[config.mk]
export PLATFORM = sky130hd
export DESIGN_NAME = contiguous_slot_allocator_unit
export DESIGN_NICKNAME = d
export VERILOG_FILES = /design/src/rtl/csa_pkg.sv /design/src/rtl/contiguous_slot_allocator_unit.sv
export SDC_FILE = /design/constraint.sdc
export NUM_CORES = 1
export LEC_CHECK = 0
export ABC_CLOCK_PERIOD_IN_PS = 5900
export CAP_MARGIN = 20
export CORE_UTILIZATION = 58
export DETAILED_ROUTE_END_ITERATION = 6
export DONT_BUFFER_PORTS = 1
export PLACE_DENSITY = 0.76
export SYNTH_ARGS = -nofsm -noshare
export SYNTH_HDL_FRONTEND = slang
export SYNTH_SLANG_ARGS = --single-unit
export TNS_END_PERCENT = 100
[constraint.sdc]
create_clock -name i_clk -period 5.9 [get_ports i_clk]
set_clock_uncertainty 0.05 [all_clocks]
set_input_delay 0.59 -clock i_clk [delete_from_list [all_inputs] [get_ports i_clk]]
set_output_delay 0.59 -clock i_clk [all_outputs]
set_load 0.02 [all_outputs]
[src/rtl/csa_pkg.sv]
package csa_pkg;

    // request kinds
    localparam logic REQ_ALLOC = 1'b0;
    localparam logic REQ_FREE  = 1'b1;

    // result status codes
    localparam logic [1:0] ST_OK      = 2'd0;
    localparam logic [1:0] ST_NOFIT   = 2'd1;
    localparam logic [1:0] ST_IGNORED = 2'd2;

    // configuration register indexes
    localparam logic [1:0] CFG_PORT_BASE = 2'd0;
    localparam logic [1:0] CFG_RSV_A     = 2'd1;
    localparam logic [1:0] CFG_RSV_B     = 2'd2;

    // configuration reset values
    localparam logic [15:0] PORT_BASE_RST = 16'd0;
    localparam logic [7:0]  RSV_A_RST     = 8'd1;
    localparam logic [7:0]  RSV_B_RST     = 8'd0;

    typedef struct packed {
        logic        req_type;
        logic [8:0]  count;
        logic [15:0] port;
    } t_req;

    typedef struct packed {
        logic [15:0] port_out;
        logic [1:0]  status;
    } t_rsp;

endpackage

[src/rtl/contiguous_slot_allocator_unit.sv]
// channel   | direction | handshake               | beat
// ----------+-----------+-------------------------+---------------------------------
// request   | in        | i_valid / o_stall       | t_req: req_type, count, port
// response  | out       | o_valid / i_stall       | t_rsp: port_out, status
// config    | in        | i_cfg_valid / o_cfg_ready | i_cfg_index, i_cfg_data
//
// one request at a time; the slot bitmap is a one-port-write, one-port-read memory
// allocate: scans the bitmap from slot zero, one slot per cycle, then marks the run found
// free: clears count slots; a free of port zero or an oversized allocate skips to done
// after reset a clearing pass over every slot wipes the bitmap; requests stall meanwhile
// reset is synchronous, active low; the response register lets a new request in while
// an earlier response still waits on i_stall
module contiguous_slot_allocator_unit
    import csa_pkg::*;
#(
    parameter int SLOTS = 256
) (
    input  logic        i_clk,
    input  logic        i_rst_n,
    // request channel
    input  logic        i_valid,
    output logic        o_stall,
    input  t_req        i_req,
    // response channel
    output logic        o_valid,
    input  logic        i_stall,
    output t_rsp        o_rsp,
    // configuration write channel
    input  logic        i_cfg_valid,
    output logic        o_cfg_ready,
    input  logic [1:0]  i_cfg_index,
    input  logic [15:0] i_cfg_data
);

    localparam int IW   = $clog2(SLOTS);          // slot index width
    localparam int CW   = IW + 1;                 // width that holds SLOTS itself
    localparam int CMPW = (CW > 9) ? CW : 9;      // run length compare width
    localparam int RW   = (IW > 8) ? IW : 8;      // reserved slot compare width
    localparam logic [IW-1:0] LAST = IW'(SLOTS - 1);

    typedef enum logic [2:0] {
        S_CLR,
        S_IDLE,
        S_SCAN,
        S_MARK,
        S_FREE,
        S_DONE
    } t_state;

    // bitmap memory, no reset: the clearing pass wipes it
    logic mem [SLOTS];

    t_state            r_state,      n_state;
    logic [IW-1:0]     r_idx,        n_idx;
    logic [CMPW-1:0]   r_run,        n_run;
    logic [8:0]        r_num,        n_num;
    logic [8:0]        r_rem,        n_rem;
    logic signed [17:0] r_fidx,      n_fidx;
    logic [15:0]       r_res_port,   n_res_port;
    logic [1:0]        r_res_status, n_res_status;
    logic              r_out_vld,    n_out_vld;
    t_rsp              r_out_rsp,    n_out_rsp;
    logic [15:0]       r_port_base,  n_port_base;
    logic [7:0]        r_rsv_a,      n_rsv_a;
    logic [7:0]        r_rsv_b,      n_rsv_b;
    logic              r_rd;

    logic          req_acc;
    logic          out_free;
    logic [8:0]    req_num;
    logic          slot_busy;
    logic [CMPW-1:0] run_inc;
    logic [IW-1:0] run_start;
    logic          free_in_range;
    logic          mem_we;
    logic [IW-1:0] mem_wa;
    logic          mem_wd;
    logic [IW-1:0] rd_addr;

    assign o_stall     = (r_state != S_IDLE);
    assign o_cfg_ready = 1'b1;
    assign o_valid     = r_out_vld;
    assign o_rsp       = r_out_rsp;

    assign req_acc  = i_valid && !o_stall;
    assign out_free = !r_out_vld || !i_stall;
    assign req_num  = (i_req.count == 9'd0) ? 9'd1 : i_req.count;

    // r_rd holds the bitmap bit of r_idx while scanning; reserved slots always look used
    assign slot_busy = r_rd
                    || (RW'(r_idx) == RW'(r_rsv_a))
                    || (RW'(r_idx) == RW'(r_rsv_b));
    assign run_inc   = r_run + CMPW'(1);
    assign run_start = IW'(CMPW'(r_idx) + CMPW'(1) - CMPW'(r_num));

    // free target in range: not negative and below SLOTS
    assign free_in_range = !r_fidx[17] && (r_fidx[16:0] < 17'(SLOTS));

    // memory ports
    always_comb begin
        mem_we  = 1'b0;
        mem_wa  = r_idx;
        mem_wd  = 1'b0;
        rd_addr = r_idx;
        unique case (r_state)
            S_CLR: begin
                mem_we = 1'b1;
            end
            S_IDLE: begin
                rd_addr = '0;                 // prefetch slot zero for a scan
            end
            S_SCAN: begin
                rd_addr = r_idx + IW'(1);     // prefetch the following slot
            end
            S_MARK: begin
                mem_we = 1'b1;
                mem_wd = 1'b1;
            end
            S_FREE: begin
                mem_we = free_in_range;
                mem_wa = r_fidx[IW-1:0];
            end
            S_DONE: begin
                mem_we = 1'b0;
            end
            default: begin
                mem_we = 1'b0;
            end
        endcase
    end

    always_ff @(posedge i_clk) begin
        if (mem_we) begin
            mem[mem_wa] <= mem_wd;
        end
        r_rd <= mem[rd_addr];
    end

    // sequencer
    always_comb begin
        n_state      = r_state;
        n_idx        = r_idx;
        n_run        = r_run;
        n_num        = r_num;
        n_rem        = r_rem;
        n_fidx       = r_fidx;
        n_res_port   = r_res_port;
        n_res_status = r_res_status;
        n_out_vld    = r_out_vld;
        n_out_rsp    = r_out_rsp;
        n_port_base  = r_port_base;
        n_rsv_a      = r_rsv_a;
        n_rsv_b      = r_rsv_b;

        // response taken downstream
        if (r_out_vld && !i_stall) begin
            n_out_vld = 1'b0;
        end

        // configuration writes are taken in any state
        if (i_cfg_valid) begin
            unique case (i_cfg_index)
                CFG_PORT_BASE: n_port_base = i_cfg_data;
                CFG_RSV_A:     n_rsv_a     = i_cfg_data[7:0];
                CFG_RSV_B:     n_rsv_b     = i_cfg_data[7:0];
                default:       n_port_base = r_port_base;
            endcase
        end

        unique case (r_state)
            S_CLR: begin
                n_idx = r_idx + IW'(1);
                if (r_idx == LAST) begin
                    n_state = S_IDLE;
                end
            end
            S_IDLE: begin
                if (req_acc) begin
                    n_num        = req_num;
                    n_rem        = req_num;
                    n_idx        = '0;
                    n_run        = '0;
                    n_res_port   = 16'd0;
                    n_res_status = ST_OK;
                    n_fidx       = $signed({2'b00, i_req.port})
                                 - $signed({2'b00, r_port_base});
                    if (i_req.req_type == REQ_ALLOC) begin
                        if (CMPW'(req_num) > CMPW'(SLOTS)) begin
                            n_res_status = ST_NOFIT;
                            n_state      = S_DONE;
                        end else begin
                            n_state = S_SCAN;
                        end
                    end else if (i_req.port == 16'd0) begin
                        n_res_status = ST_IGNORED;
                        n_state      = S_DONE;
                    end else begin
                        n_state = S_FREE;
                    end
                end
            end
            S_SCAN: begin
                n_run = slot_busy ? '0 : run_inc;
                if (!slot_busy && run_inc == CMPW'(r_num)) begin
                    // first fit found, go back and mark the run
                    n_idx      = run_start;
                    n_res_port = 16'(run_start) + r_port_base;
                    n_state    = S_MARK;
                end else if (r_idx == LAST) begin
                    n_res_status = ST_NOFIT;
                    n_state      = S_DONE;
                end else begin
                    n_idx = r_idx + IW'(1);
                end
            end
            S_MARK: begin
                n_idx = r_idx + IW'(1);
                n_rem = r_rem - 9'd1;
                if (r_rem == 9'd1) begin
                    n_state = S_DONE;
                end
            end
            S_FREE: begin
                n_fidx = r_fidx + 18'sd1;
                n_rem  = r_rem - 9'd1;
                if (r_rem == 9'd1) begin
                    n_state = S_DONE;
                end
            end
            S_DONE: begin
                if (out_free) begin
                    n_out_vld          = 1'b1;
                    n_out_rsp.port_out = r_res_port;
                    n_out_rsp.status   = r_res_status;
                    n_state            = S_IDLE;
                end
            end
            default: begin
                n_state = S_IDLE;
            end
        endcase
    end

    always_ff @(posedge i_clk) begin
        if (!i_rst_n) begin
            r_state     <= S_CLR;
            r_idx       <= '0;
            r_out_vld   <= 1'b0;
            r_port_base <= PORT_BASE_RST;
            r_rsv_a     <= RSV_A_RST;
            r_rsv_b     <= RSV_B_RST;
        end else begin
            r_state     <= n_state;
            r_idx       <= n_idx;
            r_out_vld   <= n_out_vld;
            r_port_base <= n_port_base;
            r_rsv_a     <= n_rsv_a;
            r_rsv_b     <= n_rsv_b;
        end
        r_run        <= n_run;
        r_num        <= n_num;
        r_rem        <= n_rem;
        r_fidx       <= n_fidx;
        r_res_port   <= n_res_port;
        r_res_status <= n_res_status;
        r_out_rsp    <= n_out_rsp;
    end

endmodule

==> impl_metrics.tcl <==
set metrics [dict create \
    status "complete, no violations" \
    grt_pass1_vias 13790 \
    drc 0 \
    worstPathMaxFanout 59 \
    clkPwrFrac_pct 41.0 \
    initial_core_util_pct 59.27 \
    drive_above_1_share_pct 5.160 \
    placed_area_mm2 0.01967 \
    yosys-top-cells-count "edfxtp_1, nor2_1, nand2_1" \
    synth-seq-cells 382 \
    cap_violations 0 \
    drtPass1Iterations 6 \
    vdd_drop_max_mv 0.1777 \
    die_area_mm2 0.03424 \
    syn_area_per_cell_um2 10.12 \
    path_clk_slew_ps 60 \
    crit_required_ps 6340 \
    cp_top_family "compound AO/OA/AOI/OAI gates" \
    cts_buffers 39 \
    h-tree-depth 2 \
    root_buffer "clkbuf_16" \
    synth_nets 2016 \
    period_share_pct 71.00 \
    synth.most_common_cell "edfxtp_1" \
    synth_seq_area_share_pct 56.71 \
    layout.filler_cells 2582 \
    slew_headroom_pct 18.89 \
    grt_first_pass_wirelength_um 76430 \
    grt_max_degree 117 \
    antenna_cells 0 \
    rsz0062_at_grt "false" \
    r2r_slack_ps 1710 \
    hold_class "primary input to flop" \
    nets 1945 \
    path_class "flop to flop" \
    slew_violations 0 \
    p_leak_uw 0.007251 \
    yosys.area.top_type "edfxtp_1" \
    gp_congestion 0.8907 \
    syn_area_mm2 0.01943 \
    hold_viol 0 \
    ys.flop_type "edfxtp_1" \
    die_w_um 185.0 \
    crit_buf_inv 1 \
    tightest_slew_ps 1204 \
    p_int_uw 4355 \
    areaGrowthSynthToFinish_pct 7.315 \
    finalSetupViolations 0 \
    switchingPower_uw 1324 \
    worst_setup_path_start_kind "flop" \
    synthArstFlopShare_pct 0 \
    ioPinCount 70 \
    cts_resized 0 \
    comb_power_share_pct 7.3 \
    multi_input_area_mm2 0.007770 \
    design.core.area_mm2 0.03278 \
    grt-ovfl-total 0 \
    antenna_found_initial 0 \
    dp_hpwl_um 30280 \
    cts_buffer_depth 3 \
    synthCells 1921 \
    synth_area_leaders "edfxtp_1, nor2_1, nand2_1" \
    crit_path_top_delay_cell "dfxtp_1" \
    rows 66 \
    cts.sinks 382 \
    worstPathCellList "ha_1 > nor4bb_1 > a211o_4 > buf_4 > nand2_1 > and3_1 > a311oi_1 > nor4_1 > a21oi_1 > o311ai_1 > nand3_1" \
    power_density_mw_per_mm2 272.3 \
    grt.total_usage_pct 29.16 \
    yosys_warnings 0 \
    via_per_inst 6.276 \
    seqCellArea_mm2 0.01102 \
    io_buffers 0 \
    synth_edf_count 337 \
    ant_nets 0 \
    cts_hold_buf 0 \
    synth_top_area_share_pct 52.08 \
    design_area_mm2 0.02085 \
    insertion_delay_ps 550 \
    die_h_um 185.0 \
    switching_share_pct 23.32 \
    setup.worst_path.end_class "flop" \
    drt-total-wl_um 49260 \
    cts_tree "built" \
    drtIter0Drc 1834 \
    wl_per_cell_um 21.21 \
    routed-via-count 14570 \
    fin_tns_setup_ps 0 \
    min_period_ps 4189 \
    cp.arrival_ps 4630 \
    synth_cell_type_count 80 \
    cts_setup_buffers 0 \
    power_uw 5679 \
    max_stage_delay_ps 690 \
    clock.fmax_mhz 238.7 \
    seqPwrFrac_pct 51.7 \
]
final cells by class:
type	instances	share of cell area (%)
sequential	382	52.85
multi-input combinational	1361	37.26
clock buffer	49	4.956
tap	442	2.652
inverter	48	0.8640
clock inverter	22	0.7140
timing repair buffer	18	0.7080
per-stage QoR:
| stage | worst slack [ps] | utilization, % | cells | hold slack (ps) |
|---|---|---|---|---|
| floorplan | 409.0 | - | 1921 | 350.3 |
| global placement | 1882 | 60.00 | 2251 | 351.6 |
| detailed placement | 1791 | 60.00 | 2251 | 357.1 |
| CTS | 1788 | 63.61 | 2322 | 54.05 |
| global route | 1404 | 63.61 | 2322 | 53.51 |
| finish | 1711 | 63.61 | 2322 | 69.50 |
power by group through the flow:
stage / Sequential [uW] / Combinational (uW) / Clock (uW)
after floorplan: 2980 / 309 / 0
after global placement: 2990 / 394 / 0
after detailed placement: 3000 / 404 / 0
after CTS: 2940 / 407 / 2340
after global routing: 2940 / 449 / 2450
final: 2940 / 414 / 2330
registers in the layout (all words and copies together), names as in the netlist:
signal	flops
r_fidx	18
r_rd	1
r_rem	9
r_num	9
o_valid	1
r_res_port	16
r_rsv_b	8
o_rsp	18
r_port_base	16
r_rsv_a	8
r_run	9
r_state	3
r_idx	8
mem	256
r_res_status	2
cells by family after synthesis:
| kind of cell | after synthesis | synth area share, % |
|---|---|---|
| AOI/OAI and AO/OA | 270 | 9.291 |
| xor gates and xnor gates | 83 | 3.883 |
| adders and majority gates | 46 | 3.078 |
| buffers and inverters | 178 | 3.625 |
| DFF | 382 | 56.71 |
| muxes | 51 | 2.698 |
| other | 1 | 0.01930 |
| and+or+nand+nor | 910 | 20.69 |
layout by cell type, fill, tap and decap left out, drive strengths merged, types with 11 or more instances in the layout:
| cell | n |
|---|---|
| o31ai | 12 |
| nor3 | 25 |
| ha | 43 |
| a21oi | 79 |
| nand3b | 14 |
| nand4 | 26 |
| and3 | 26 |
| clkbuf | 49 |
| a21o | 11 |
| nand2 | 319 |
| a31oi | 14 |
| xnor2 | 53 |
| o21ai | 33 |
| a22oi | 14 |
| edfxtp | 337 |
| inv | 48 |
| nor4 | 17 |
| a21boi | 20 |
| xor2 | 28 |
| nor2 | 333 |
| dfxtp | 45 |
| mux2i | 49 |
| clkinv | 20 |
| buf | 18 |
| nand3 | 86 |
| nor2b | 22 |
routing by layer:
layer,part of all wire [%],vias up,global-route usage (%)
met5,0,-,0
met4,2.7,0,9.124
met3,9.9,109,5.328
met2,48,750,47.40
met1,40,7055,39.74
li1,-,6658,-
path summary, 6_finish.rpt:
| kind | from | endpoint | cells after the start |
|---|---|---|---|
| min | i_rst_n | r_rsv_a[0] | 1 |
| max reg2reg | r_idx[0] | r_rd | 11 |
| min reg2reg | r_res_port[15] | o_rsp[17] | 0 |
| max | r_idx[0] | r_rd | 11 |
(Power assumes the default switching activity.)
